<file path="src/rtl/nfr_pkg.sv">
// shared types and constants for the frame receiver
`timescale 1ns / 1ps
`default_nettype none

package nfr_pkg;

  localparam int unsigned ByteW   = 8;
  localparam int unsigned WordW   = 16;
  localparam int unsigned OffsetW = 17;
  localparam int unsigned CfgIdxW = 1;
  localparam int unsigned CfgW    = 17;

  localparam logic [ByteW-1:0]   StartByteRst = 8'd254;
  localparam logic [OffsetW-1:0] MaxStoredRst = 17'd128;

  // configuration register indexes
  localparam logic [CfgIdxW-1:0] CFG_START_BYTE = 1'b0;
  localparam logic [CfgIdxW-1:0] CFG_MAX_STORED = 1'b1;

  typedef enum logic [2:0] {
    PH_HUNT    = 3'd0,
    PH_LEN_LO  = 3'd1,
    PH_LEN_HI  = 3'd2,
    PH_CMD0    = 3'd3,
    PH_CMD1    = 3'd4,
    PH_PAYLOAD = 3'd5,
    PH_CHECK   = 3'd6
  } phase_e;

  typedef struct packed {
    logic               in_frame;
    logic               stored;
    logic [OffsetW-1:0] position;
    logic [ByteW-1:0]   frame_byte;
    logic               frame_end;
    logic               frame_ok;
    logic [WordW-1:0]   payload_length;
    logic [WordW-1:0]   command_word;
    logic [WordW-1:0]   check_fail_count;
  } result_t;

endpackage

`default_nettype wire

</file>
<file path="src/rtl/nfr_parser.sv">
// frame parser: per-byte state update and result for one received byte
`timescale 1ns / 1ps
`default_nettype none

module nfr_parser (
  input  wire logic                         clk_i,
  input  wire logic                         rst_ni,
  input  wire logic                         take_i,
  input  wire logic [nfr_pkg::ByteW-1:0]    rx_byte_i,
  input  wire logic [nfr_pkg::ByteW-1:0]    start_byte_i,
  input  wire logic [nfr_pkg::OffsetW-1:0]  max_stored_i,
  output nfr_pkg::result_t                  res_o
);
  import nfr_pkg::*;

  phase_e             phase_q, phase_d;
  logic [WordW-1:0]   length_q, length_d;
  logic [WordW-1:0]   left_q, left_d;
  logic [ByteW-1:0]   xor_q, xor_d;
  logic [WordW-1:0]   cmd_q, cmd_d;
  logic [OffsetW-1:0] offset_q, offset_d;
  logic [WordW-1:0]   fails_q, fails_d;
  logic               in_frame;
  logic               stored;
  logic               frame_end;
  logic               frame_ok;
  logic               fits;

  assign fits = (offset_q < max_stored_i);

  // next state
  always_comb begin
    phase_d  = phase_q;
    length_d = length_q;
    left_d   = left_q;
    xor_d    = xor_q;
    cmd_d    = cmd_q;
    fails_d  = fails_q;
    unique case (phase_q)
      PH_LEN_LO: begin
        length_d = {length_q[WordW-1:ByteW], rx_byte_i};
        xor_d    = xor_q ^ rx_byte_i;
        phase_d  = PH_LEN_HI;
      end
      PH_LEN_HI: begin
        length_d = {rx_byte_i, length_q[ByteW-1:0]};
        xor_d    = xor_q ^ rx_byte_i;
        phase_d  = PH_CMD0;
      end
      PH_CMD0: begin
        cmd_d   = {cmd_q[WordW-1:ByteW], rx_byte_i};
        xor_d   = xor_q ^ rx_byte_i;
        phase_d = PH_CMD1;
      end
      PH_CMD1: begin
        cmd_d   = {rx_byte_i, cmd_q[ByteW-1:0]};
        xor_d   = xor_q ^ rx_byte_i;
        left_d  = length_q;
        phase_d = (length_q == '0) ? PH_CHECK : PH_PAYLOAD;
      end
      PH_PAYLOAD: begin
        xor_d  = xor_q ^ rx_byte_i;
        left_d = left_q - WordW'(1);
        if (left_d == '0) begin
          phase_d = PH_CHECK;
        end
      end
      PH_CHECK: begin
        if (!frame_ok && (fails_q != '1)) begin
          fails_d = fails_q + WordW'(1);
        end
        phase_d = PH_HUNT;
      end
      default: begin
        // unused codes behave as hunting
        phase_d = PH_HUNT;
        if (rx_byte_i == start_byte_i) begin
          xor_d   = '0;
          phase_d = PH_LEN_LO;
        end
      end
    endcase
  end

  // per-byte flags
  always_comb begin
    in_frame  = 1'b1;
    stored    = 1'b1;
    frame_end = 1'b0;
    frame_ok  = 1'b0;
    unique case (phase_q) inside
      PH_LEN_LO, PH_LEN_HI, PH_CMD0, PH_CMD1: begin
        // header bytes are always stored
      end
      PH_PAYLOAD: begin
        stored = fits;
      end
      PH_CHECK: begin
        stored    = fits;
        frame_end = 1'b1;
        frame_ok  = (rx_byte_i == xor_q);
      end
      default: begin
        if (rx_byte_i != start_byte_i) begin
          in_frame = 1'b0;
          stored   = 1'b0;
        end
      end
    endcase
  end

  // offset restarts on the start byte, advances on every frame byte
  always_comb begin
    offset_d = offset_q;
    if (in_frame) begin
      offset_d = ((phase_q == PH_CHECK) || (phase_q == PH_LEN_LO) || (phase_q == PH_LEN_HI) ||
                  (phase_q == PH_CMD0) || (phase_q == PH_CMD1) || (phase_q == PH_PAYLOAD))
                 ? offset_q + OffsetW'(1) : OffsetW'(1);
    end
  end

  always_comb begin
    res_o                  = '0;
    res_o.in_frame         = in_frame;
    res_o.stored           = stored;
    res_o.frame_byte       = rx_byte_i;
    res_o.frame_end        = frame_end;
    res_o.frame_ok         = frame_ok;
    res_o.check_fail_count = fails_d;
    if (in_frame) begin
      res_o.position = (offset_d == OffsetW'(1)) && !frame_end &&
                       (phase_q != PH_LEN_LO) && (phase_q != PH_LEN_HI) &&
                       (phase_q != PH_CMD0) && (phase_q != PH_CMD1) &&
                       (phase_q != PH_PAYLOAD) ? '0 : offset_q;
    end
    if (frame_end) begin
      res_o.payload_length = length_q;
      res_o.command_word   = cmd_q;
    end
  end

  always_ff @(posedge clk_i or negedge rst_ni) begin
    if (!rst_ni) begin
      phase_q  <= PH_HUNT;
      length_q <= '0;
      left_q   <= '0;
      xor_q    <= '0;
      cmd_q    <= '0;
      offset_q <= '0;
      fails_q  <= '0;
    end else if (take_i) begin
      phase_q  <= phase_d;
      length_q <= length_d;
      left_q   <= left_d;
      xor_q    <= xor_d;
      cmd_q    <= cmd_d;
      offset_q <= offset_d;
      fails_q  <= fails_d;
    end
  end

endmodule

`default_nettype wire

</file>
<file path="src/rtl/npi_frame_receiver_core.sv">
// frame receiver top level: config registers, parser and output register
// output: the result item of an accepted byte is registered and appears on the outputs in the next cycle
// throughput: one byte per cycle; the output register takes a new item whenever
// it is empty or its item is taken in the same cycle
// reset: parser returns to hunting with all counters and fields cleared,
// start byte 254 and buffer capacity 128
`timescale 1ns / 1ps
`default_nettype none

module npi_frame_receiver_core (
  input  wire logic                         clk_i,
  input  wire logic                         rst_ni,
  input  wire logic                         cfg_we_i,
  input  wire logic [nfr_pkg::CfgIdxW-1:0]  cfg_index_i,
  input  wire logic [nfr_pkg::CfgW-1:0]     cfg_data_i,
  input  wire logic                         in_valid_i,
  output logic                              in_stall_o,
  input  wire logic [nfr_pkg::ByteW-1:0]    rx_byte_i,
  output logic                              out_valid_o,
  input  wire logic                         out_stall_i,
  output logic                              in_frame_o,
  output logic                              stored_o,
  output logic [nfr_pkg::OffsetW-1:0]       position_o,
  output logic [nfr_pkg::ByteW-1:0]         frame_byte_o,
  output logic                              frame_end_o,
  output logic                              frame_ok_o,
  output logic [nfr_pkg::WordW-1:0]         payload_length_o,
  output logic [nfr_pkg::WordW-1:0]         command_word_o,
  output logic [nfr_pkg::WordW-1:0]         check_fail_count_o
);
  import nfr_pkg::*;

  logic [ByteW-1:0]   start_byte_q;
  logic [OffsetW-1:0] max_stored_q;
  logic               take;
  logic               out_valid_q, out_valid_d;
  result_t            res;
  result_t            res_q;

  always_ff @(posedge clk_i or negedge rst_ni) begin
    if (!rst_ni) begin
      start_byte_q <= StartByteRst;
      max_stored_q <= MaxStoredRst;
    end else if (cfg_we_i) begin
      unique case (cfg_index_i)
        CFG_START_BYTE: start_byte_q <= cfg_data_i[ByteW-1:0];
        CFG_MAX_STORED: max_stored_q <= cfg_data_i[OffsetW-1:0];
        default: ;
      endcase
    end
  end

  // accept while the output register is empty or drains this cycle
  assign in_stall_o = out_valid_q & out_stall_i;
  assign take       = in_valid_i & ~in_stall_o;

  nfr_parser u_parser (
    .clk_i        (clk_i),
    .rst_ni       (rst_ni),
    .take_i       (take),
    .rx_byte_i    (rx_byte_i),
    .start_byte_i (start_byte_q),
    .max_stored_i (max_stored_q),
    .res_o        (res)
  );

  assign out_valid_d = take | (out_valid_q & out_stall_i);

  always_ff @(posedge clk_i or negedge rst_ni) begin
    if (!rst_ni) begin
      out_valid_q <= 1'b0;
    end else begin
      out_valid_q <= out_valid_d;
    end
  end

  always_ff @(posedge clk_i) begin
    if (take) begin
      res_q <= res;
    end
  end

  assign out_valid_o        = out_valid_q;
  assign in_frame_o         = res_q.in_frame;
  assign stored_o           = res_q.stored;
  assign position_o         = res_q.position;
  assign frame_byte_o       = res_q.frame_byte;
  assign frame_end_o        = res_q.frame_end;
  assign frame_ok_o         = res_q.frame_ok;
  assign payload_length_o   = res_q.payload_length;
  assign command_word_o     = res_q.command_word;
  assign check_fail_count_o = res_q.check_fail_count;

endmodule

`default_nettype wire
</file>
<file path="config.mk">
export PLATFORM = sky130hd
export DESIGN_NAME = npi_frame_receiver_core
export DESIGN_NICKNAME = d
export VERILOG_FILES = /design/src/rtl/nfr_pkg.sv /design/src/rtl/nfr_parser.sv /design/src/rtl/npi_frame_receiver_core.sv
export SDC_FILE = /design/constraint.sdc
export NUM_CORES = 1
export LEC_CHECK = 0
export BUFFER_PORTS_ARGS = -buffer_cell sky130_fd_sc_hd__buf_2
export CAP_MARGIN = 20
export CORE_ASPECT_RATIO = 2
export CORE_MARGIN = 2
export CORE_UTILIZATION = 49
export DETAILED_ROUTE_END_ITERATION = 16
export PLACE_DENSITY = 0.65
export SLEW_MARGIN = 20
export SYNTH_ARGS = -nofsm -noshare
export SYNTH_HDL_FRONTEND = slang
export SYNTH_SLANG_ARGS = --single-unit
</file>
<file path="constraint.sdc">
create_clock -name clk_i -period 13.5 [get_ports clk_i]
set_input_delay 2.025 -clock clk_i [delete_from_list [all_inputs] [get_ports clk_i]]
set_output_delay 2.025 -clock clk_i [all_outputs]
set_load 0.05 [all_outputs]
</file>
* Word level (Yosys, flattened, before mapping)
Index checks and enable logic that the tools add are counted.
Storage, ports and cells: bits in latches 0, RAM bits 0, bits in registers 195, bits of input ports 31, memories kept 0, memory bits (read-only) 0, output and inout port bits 79, word-level logic and storage cells 104
Cells by class: muxes and demuxes 18, $mul 0, eq/ne operators 17, bitwise logic cells 12, shift-type cells 0, div/mod/pow operators 0, reductions and logical operators 32, order comparisons 1, add/subtract/negate cells 3
Operator list (count):
- case mux 16 bit (2 select lines) | 3
- 2-to-1 mux 17 bit | 2
- logical NOT 16 bit | 2
- 2-to-1 mux 16 bit | 2
- case mux 3 bit (6 select lines) | 1
- adder 17 x 1 -> 17 bit, second input constant | 1
- equality test 17 x 1 -> 1 bit, second input constant | 1
- less-than comparator 17 bit | 1
- adder 16 x 1 -> 16 bit, second input constant | 1
- equality test 8 bit | 2
- != test 16 bit, second input constant | 1
- case mux 8 bit (2 select lines) | 1
- subtractor 16 x 1 -> 16 bit, second input constant | 1
- AND reduction 3 bit | 5
- equality test 3 bit, second input constant | 3
- 2-to-1 mux 8 bit | 1
- != test 8 bit | 1
- NOT 1 bit | 8
- AND reduction 2 bit | 4
- XOR 8 bit | 1
- logical AND 1 bit | 7
- equality test 3 x 2 -> 1 bit, second input constant | 2
- != test 3 x 2 -> 1 bit, second input constant | 2
- != test 3 bit, second input constant | 2
- 16 further kinds | 28

* Logic depth before layout (Yosys ltp)
Gate-level depths: netlist (run 1).
depth after elaboration 16, depth in mapped cells 9, gate-level depth less buffers 8

* Cells and area by module
A second synthesis (run 1) with hierarchy kept.
Second synthesis, totals: cells, all modules 784, area total of the unflattened synthesis 9175.0 um2
Modules (own cells, without submodules):
- nfr_parser | sequential area each 2302.2 um2, cells an instance 649, instances 1, area each 5794.3 um2
- npi_frame_receiver_core | sequential area each 2972.9 um2, cells an instance 135, instances 1, area each 3380.7 um2

* Worst setup path after synthesis (run 1)
No wires, ideal clock.
kind in2reg, start point in out_stall_i, end point reg u_parser.xor_q[0], required time 13.363 ns, stages on the path 7, setup time 0.137 ns, buffers on the path 1, slack 7.599 ns, data arrival time 5.764 ns, cell sequence nand2_1 nand2_1 clkinv_1 buf_1 nand2_1 o31ai_1 o21ai_0
On the way: word-level cells in the longest chain between the ends 4
Ends and longest elaborated chain:
- start, declared | RTL line npi_frame_receiver_core.sv:20 | input wire logic out_stall_i,
- AND 1 bit | RTL line npi_frame_receiver_core.sv:54 | assign in_stall_o = out_valid_q & out_stall_i;
- NOT 1 bit | RTL line npi_frame_receiver_core.sv:55 | assign take = in_valid_i & ~in_stall_o;
- AND 1 bit | RTL line npi_frame_receiver_core.sv:55
- named net take | RTL line npi_frame_receiver_core.sv:35 | logic take;
- AND reduction 3 bit (no source line)
- end signal, assigned | RTL line nfr_parser.sv:155 | xor_q <= xor_d;
- end, declared | RTL line nfr_parser.sv:19 | logic [ByteW-1:0] xor_q, xor_d;
The timed path passes the listed nets, and every way through them passes these cells. A chain may end at the register's enable or synchronous reset.

* Worst setup path after layout (run 1)
start point in out_stall_i, end point out in_stall_o
On the way: word-level cells in the longest chain between the ends 1
Ends and longest elaborated chain:
- AND 1 bit | RTL line npi_frame_receiver_core.sv:54
- end, declared | RTL line npi_frame_receiver_core.sv:17 | output logic in_stall_o,
No other way between the ends.

==> run_results.csv, run 1 <==
group,metric,value,unit
global_routing,grt_util_all_layers,22.5,%
setup_path,cp_max_fo,4,
clock_network,cts.path.max_buffers,2,
power_and_ir_drop,p_leak,4.63,nW
synthesis,syn_inst,848,
sta,rsz0062_at_grt,"no",
power_and_ir_drop,p_per_area,192,nW/um^2
synthesis,syn_avg_cell_area,10.9,um^2
route,viasPerCell,5.73,
cells_and_area,final_cells,1168,
clock_network,cts_setup_buffers,0,
setup_path,cp_common_cell,"buf_2",
cells_and_area,layout_commonest_cell,"dfrtp_1",
floorplan,ioPinCount,110,
global_routing,grt_pass1_vias,6633,
power_and_ir_drop,switchingPower,0.000769,W
clock_network,cts-hold-fix-buffers,0,
power_and_ir_drop,p_int,0.00126,W
sta,worst_slew_pin_slew,1010,ps
route,antenna_left,0,
setup_path,crit_buf_inv,3,
setup_path,critPathLaunchType,"input port",
sta,post-route-period-util,33.5,%
setup_path,reg2reg_depth,7,
synthesis,synth_ff_type,"dfrtp_1",
global_routing,grt_overflow,0,
setup_path,crit_slowest_cell,"buf_2",
floorplan,start_util,49.4,%
global_routing,grt_pass1_wl,34300,um
placement,dp_cells,1136,
synthesis,synth-edff-count,77,
cells_and_area,multiInputGateArea,3650,um^2
cells_and_area,post-route-util,56.5,%
floorplan,dieArea,20000,um^2
cells_and_area,area_growth,14.3,%
clock_network,numClockSinks,195,
clock_network,cts_buffers,17,
setup_path,crit_cells,4,
floorplan,core.rowCount,71,
setup_path,critPathMaxStageDelay,250,ps
synthesis,ys_warn_count,0,
global_routing,grt_max_degree,75,
route,post_drt_wl_per_cell,18.5,um
setup_path,endpoint_kind,"output pin",
clock_network,cts_root_buffer,"clkbuf_16",
placement,dpl-instance-area,9910,um^2
cells_and_area,regArea,5280,um^2
sta,finalSetupViolCount,0,
setup_path,path_cells,"buf_2 > nand2_1 > inv_1 > buf_2",
placement,portBuffers,109,
sta,relSlewSlack,32.9,%
cells_and_area,finish.instance_area,10500,um^2
sta,min_period,4530,ps
sta,whs,472,ps
outcome,status,"completed",
synthesis,ys_seq_area_share,57.2,%
synthesis,synthArstFlopShare,60.5,%
sta,fin_skew,10.9,ps
cells_and_area,diodes,0,
sta,finalHoldViolations,0,
power_and_ir_drop,swShare,38.0,%
sta,final_max_slew_viol_count,0,
setup_path,path_delay_family,"buffers and inverters",
clock_network,cts_tree,"yes",
floorplan,die_x,101,um
cells_and_area,n_fill_cell,1616,
synthesis,synth_nets,899,
route,drt_iter0_drc,346,
floorplan,die_h,198,um
cells_and_area,nNetsFinal,987,
route,wirelength,21600,um
synthesis,synth.distinct_cells,54,
worst_hold_path,min_path_cells,2,
route,drc_errors,0,
power_and_ir_drop,p_clk_share,26.5,%
clock_network,clk_pin_slew,70,ps
sta,fmax,0.221,GHz
setup_path,critPathKind,"in2out",
flow_run,cap_violations,0,
placement,place_congestion,0.879,
power_and_ir_drop,combPwrFrac,28.0,%
cells_and_area,layout_common_cells,"dfrtp_1, nand2_1, buf_2",
clock_network,ctsResizeCount,0,
route,first_pass_iters,5,
power_and_ir_drop,pwr-share-seq,45.5,%
synthesis,synthesis.area,9220,um^2
global_routing,antenna_found_initial,0,
sta,setup_tns,0,ps
floorplan,coreArea,18700,um^2
worst_hold_path,hold_path.class,"reg2reg",
placement,dp_hpwl,15300,um
clock_network,clk_latency,440,ps
cells_and_area,drive_gt1_share,21.9,%
setup_path,worstPathArrival,2500,ps
route,vias,6687,
power_and_ir_drop,ir_drop,0.102,mV
clock_network,cts_max_level,4,
setup_path,crit_required,11480,ps
synthesis,ys_ff_latch,195,
registers in the layout (all words and copies together) (netlist names):
name	count
frame_end_o	1
position_o	17
frame_ok_o	1
u_parser.xor_q	8
max_stored_q	17
check_fail_count_o	16
in_frame_o	1
u_parser.phase_q	3
command_word_o	16
start_byte_q	8
out_valid_o	1
u_parser.fails_q	16
u_parser.cmd_q	16
frame_byte_o	8
payload_length_o	16
u_parser.length_q	16
stored_o	1
u_parser.left_q	16
u_parser.offset_q	17
per-stage QoR:
stage	setup WS, ps	power, W
after global routing	8920	0.00214
after global placement	8720	0.00148
after floorplan	7600	0.00131
after CTS	8970	0.00203
final	8970	0.00202
after detailed placement	8660	0.00150
metal layers:
layer / wire length, um / up-vias / track usage (%)
met1: 8030 / 3238 / 23.8
met2: 12000 / 208 / 42.3
met5: 0 / - / 0
met3: 729 / 48 / 3.60
li1: - / 3193 / -
met4: 831 / 0 / 10.9
cells in the mapped netlist, drive strengths merged, types with 12 or more instances:
master	number	area share [%]
nand2	108	4.4
dfrtp	110	30
nand3	17	0.92
nand4	12	0.81
o31ai	15	1.2
inv	28	1.1
o21ai	61	3.3
mux2	43	5.3
ha	20	2.7
nor2	51	2.1
and3	18	1.2
clkbuf	31	1.3
a21oi	34	1.8
edfxtp	77	25
buf	16	0.81
nor3	23	1.2
nor4	18	1.2
and2	34	2.3
xor2	36	3.4
xnor2	12	1.1
final timing paths:
path,from,endpoint,slack [ps]
worst max-delay path,out_stall_i,in_stall_o,8970
worst min-delay path,u_parser.cmd_q[6],u_parser.cmd_q[6],470
worst max register to register,u_parser.phase_q[0],u_parser.phase_q[0],10250
worst min register to register,u_parser.cmd_q[6],u_parser.cmd_q[6],470
max in group asynchronous,rst_ni,u_parser.cmd_q[3],10520
min in group asynchronous,rst_ni,max_stored_q[10],1560
layout make-up:
type                    count  area share, %
flip-flops and latches    195           50.1
multi-input cells         577           34.6
repair buffers            116           5.70
clock buffers              17           4.04
well taps                 219           2.60
clock inverters            15           1.95
inverters                  29           1.04
power groups by stage:
| stage | clock, W | combinational, W | sequential, W |
|---|---|---|---|
| detailed placement | 0 | 0.000567 | 0.000928 |
| global route | 0.000568 | 0.000631 | 0.000938 |
| global placement | 0 | 0.000554 | 0.000926 |
| floorplan | 0 | 0.000368 | 0.000944 |
| CTS | 0.000546 | 0.000569 | 0.000917 |
| finish | 0.000536 | 0.000567 | 0.000920 |
worst min-delay path, delay by kind of cell (launching register included):
kind | cells | cell delay, ps
AOI/OAI and AO/OA | 1 | 50
and+or+nand+nor | 1 | 40
DFF | 1 | 340
kinds of logic after synthesis:
family / share of synthesized area, %
multiplexers: 5.58
adder cells (fa/ha/maj): 2.71
buffers and inverters: 3.26
AO/OA/AOI/OAI: 10.1
AND/OR/NAND/NOR: 16.6
flip-flops: 57.2
XOR/XNOR: 4.56
No activity file was read; power rests on OpenSTA's default activity.
==> inputs of run 2 (changes only) <==
--- a/config.mk
+++ b/config.mk
@@ -5,13 +5,14 @@
 export SDC_FILE = /design/constraint.sdc
 export NUM_CORES = 1
 export LEC_CHECK = 0
+export ABC_AREA = 1
 export BUFFER_PORTS_ARGS = -buffer_cell sky130_fd_sc_hd__buf_2
 export CAP_MARGIN = 20
 export CORE_ASPECT_RATIO = 2
 export CORE_MARGIN = 2
 export CORE_UTILIZATION = 49
 export DETAILED_ROUTE_END_ITERATION = 16
-export PLACE_DENSITY = 0.65
+export PLACE_DENSITY = 0.68
 export SLEW_MARGIN = 20
 export SYNTH_ARGS = -nofsm -noshare
 export SYNTH_HDL_FRONTEND = slang
==> constraint.sdc (replaced) <==
create_clock -name clk_i -period 4 [get_ports clk_i]
set_input_delay 0.6 -clock clk_i [delete_from_list [all_inputs] [get_ports clk_i]]
set_output_delay 0.6 -clock clk_i [all_outputs]
set_load 0.05 [all_outputs]
==> run_results.csv, run 2 <==
group,metric,value,unit
placement,dp_hpwl,15300,um
power_and_ir_drop,p_per_area,646,nW/um^2
power_and_ir_drop,ir_drop,0.307,mV
outcome,status,"completed",
sta,post-route-period-util,69.7,%
route,antenna_left,0,
synthesis,syn_inst,1002,
synthesis,ys_seq_area_share,57.8,%
synthesis,synthArstFlopShare,60.5,%
cells_and_area,area_growth,14.3,%
power_and_ir_drop,switchingPower,0.00268,W
placement,place_congestion,0.932,
global_routing,grt_pass1_vias,6801,
global_routing,antenna_found_initial,0,
sta,fmax,0.358,GHz
clock_network,cts_root_buffer,"clkbuf_16",
sta,min_period,2790,ps
global_routing,grt_max_degree,69,
global_routing,grt_overflow,0,
global_routing,grt_pass1_wl,33900,um
setup_path,critPathLaunchType,"flop",
synthesis,synthesis.area,9130,um^2
route,drt_iter0_drc,309,
sta,worst_slew_pin_slew,1030,ps
worst_hold_path,hold_path.class,"in2async",
sta,finalSetupViolCount,0,
clock_network,cts_setup_buffers,0,
sta,final_max_slew_viol_count,0,
route,viasPerCell,5.21,
sta,whs,280,ps
route,first_pass_iters,4,
synthesis,synth_ff_type,"dfrtp_1",
setup_path,crit-reg2reg-launch,"u_parser.phase_q[0]",
route,vias,6951,
power_and_ir_drop,swShare,39.7,%
sta,finalHoldViolations,0,
synthesis,synth.distinct_cells,37,
synthesis,synth_nets,1053,
clock_network,numClockSinks,195,
setup_path,cp_max_fo,24,
sta,fin_skew,9.59,ps
synthesis,yosys.area.top_type_share,30.1,%
placement,portBuffers,109,
cells_and_area,drive_gt1_share,16.1,%
sta,relSlewSlack,31.2,%
setup_path,critPathKind,"reg2reg",
floorplan,die_h,197,um
synthesis,ys_ff_latch,195,
synthesis,synth_area_leaders,"dfrtp_1, edfxtp_1, nand2_1, inv_1, nor2_1",
power_and_ir_drop,p_int,0.00406,W
cells_and_area,layout_common_cells,"nand2_1, inv_1, nor2_1",
flow_run,cap_violations,0,
clock_network,cts.path.max_buffers,2,
clock_network,cts_max_level,4,
sta,rsz0062_at_grt,"no",
power_and_ir_drop,p_clk_share,24.2,%
clock_network,cts_buffers,17,
global_routing,grt_util_all_layers,22.3,%
floorplan,start_util,49.9,%
synthesis,ys_warn_count,0,
setup_path,r2r_slack,1210,ps
synthesis,yosys-top-cells-count,"nand2_1, inv_1, nor2_1",
setup_path,crit_required,4290,ps
route,post_drt_wl_per_cell,15.7,um
floorplan,core.rowCount,70,
setup_path,endpoint_kind,"flop",
setup_path,reg2reg_depth,9,
synthesis,synth_largest_area_cell,"dfrtp_1",
setup_path,rr_endpoint,"u_parser.offset_q[4]",
floorplan,die_x,101,um
sta,setup_tns,0,ps
clock_network,ctsResizeCount,0,
clock_network,clk_latency,440,ps
clock_network,cts-hold-fix-buffers,0,
power_and_ir_drop,combPwrFrac,31.7,%
clock_network,cts_tree,"yes",
floorplan,dieArea,19800,um^2
cells_and_area,diodes,0,
synthesis,syn_avg_cell_area,9.11,um^2
route,drc_errors,0,
route,wirelength,21000,um
floorplan,coreArea,18300,um^2
cells_and_area,nNetsFinal,1156,
setup_path,worstPathArrival,3080,ps
clock_network,clk_pin_slew,70,ps
floorplan,ioPinCount,110,
cells_and_area,layout_commonest_cell,"nand2_1",
synthesis,yosysMostFrequentCell,"nand2_1",
synthesis,synth-edff-count,77,
power_and_ir_drop,p_leak,4.93,nW
power_and_ir_drop,pwr-share-seq,44.1,%
-- run 2: changes by cell type after synthesis, moves of 9 or more --
| cell | change |
|---|---|
| mux2_2 | -43 |
| nor2_1 | +79 |
| o21ai_0 | +12 |
| inv_1 | +114 |
| nor4_1 | -16 |
| o21ai_1 | +9 |
| xor2_1 | -9 |
| and3_1 | -18 |
| inv_2 | +9 |
| buf_2 | -10 |
| and2_1 | -31 |
| o31ai_1 | -14 |
| nand2_1 | +79 |
| nand3_1 | +40 |
-- run 2: stage by stage --
stage | std cells | setup slack, ps | utilization [%] | instance area [um^2] | power [W]
final | 1334 | 1210 | 57.0 | 10400 | 0.00674
after detailed placement | 1302 | 1190 | 54.0 | 9880 | 0.00514
after CTS | 1334 | 1220 | 57.0 | 10400 | 0.00677
after global placement | 1302 | 1340 | 54.0 | 9880 | 0.00507
after global routing | 1334 | 872 | 57.0 | 10400 | 0.00716
after floorplan | 1002 | 117 | - | 9130 | 0.00455
-- run 2: cell families (layout without fill, tap and decap cells) --
kind of cell / count (synthesis) / count (layout) / synth area share (%)
and+or+nand+nor: 426 / 426 / 20.0
DFF: 195 / 195 / 57.8
buffers and inverters: 180 / 296 / 7.47
AOI/OAI and AO/OA: 147 / 147 / 8.75
xor gates and xnor gates: 34 / 34 / 3.26
adders and majority gates: 20 / 20 / 2.74
-- run 2: metal layers --
layer / vias up / track usage, % / wire (um)
met2: 182 / 41.0 / 11700
li1: 3460 / - / -
met5: - / 0 / 0
met3: 57 / 4.49 / 784
met4: 0 / 10.1 / 845
met1: 3252 / 24.1 / 7660
-- run 2: worst max-delay path by stage --
stage	from	cells past startpoint	slack [ps]	endpoint
after global placement	u_parser.phase_q[1]	10	1340	u_parser.offset_q[16]
after floorplan	out_valid_o	4	120	check_fail_count_o[0]
final	u_parser.phase_q[0]	9	1210	u_parser.offset_q[4]
after CTS	u_parser.phase_q[1]	10	1220	u_parser.offset_q[16]
after detailed placement	u_parser.phase_q[1]	10	1190	u_parser.offset_q[16]
after global routing	u_parser.phase_q[2]	10	870	u_parser.offset_q[4]
-- run 2: layout make-up --
| cell class | count | area [um^2] |
|---|---|---|
| Fill cell | 1619 | 7860 |
| Multi-Input combinational cell | 627 | 3180 |
| Clock buffer | 17 | 425 |
| Timing Repair Buffer | 113 | 591 |
| Inverter | 151 | 567 |
| Clock inverter | 15 | 134 |
| Tap cell | 216 | 270 |
| Sequential cell | 195 | 5280 |
-- run 2: critical path, cell delays in order (launching register included) --
cell,delay (ps)
dfrtp_1,530
inv_2,120
nand2_1,310
nand2_1,160
nor3_4,870
inv_2,260
o21ai_0,150
nand2_1,70
nand3_1,70
o21ai_0,90
-- run 2: power by group through the flow --
stage | Sequential, W | Combinational [W] | Clock (W)
after CTS | 0.00297 | 0.00214 | 0.00166
after global routing | 0.00302 | 0.00241 | 0.00173
after detailed placement | 0.00300 | 0.00214 | 0
final | 0.00297 | 0.00213 | 0.00163
after floorplan | 0.00318 | 0.00137 | 0
after global placement | 0.00299 | 0.00208 | 0
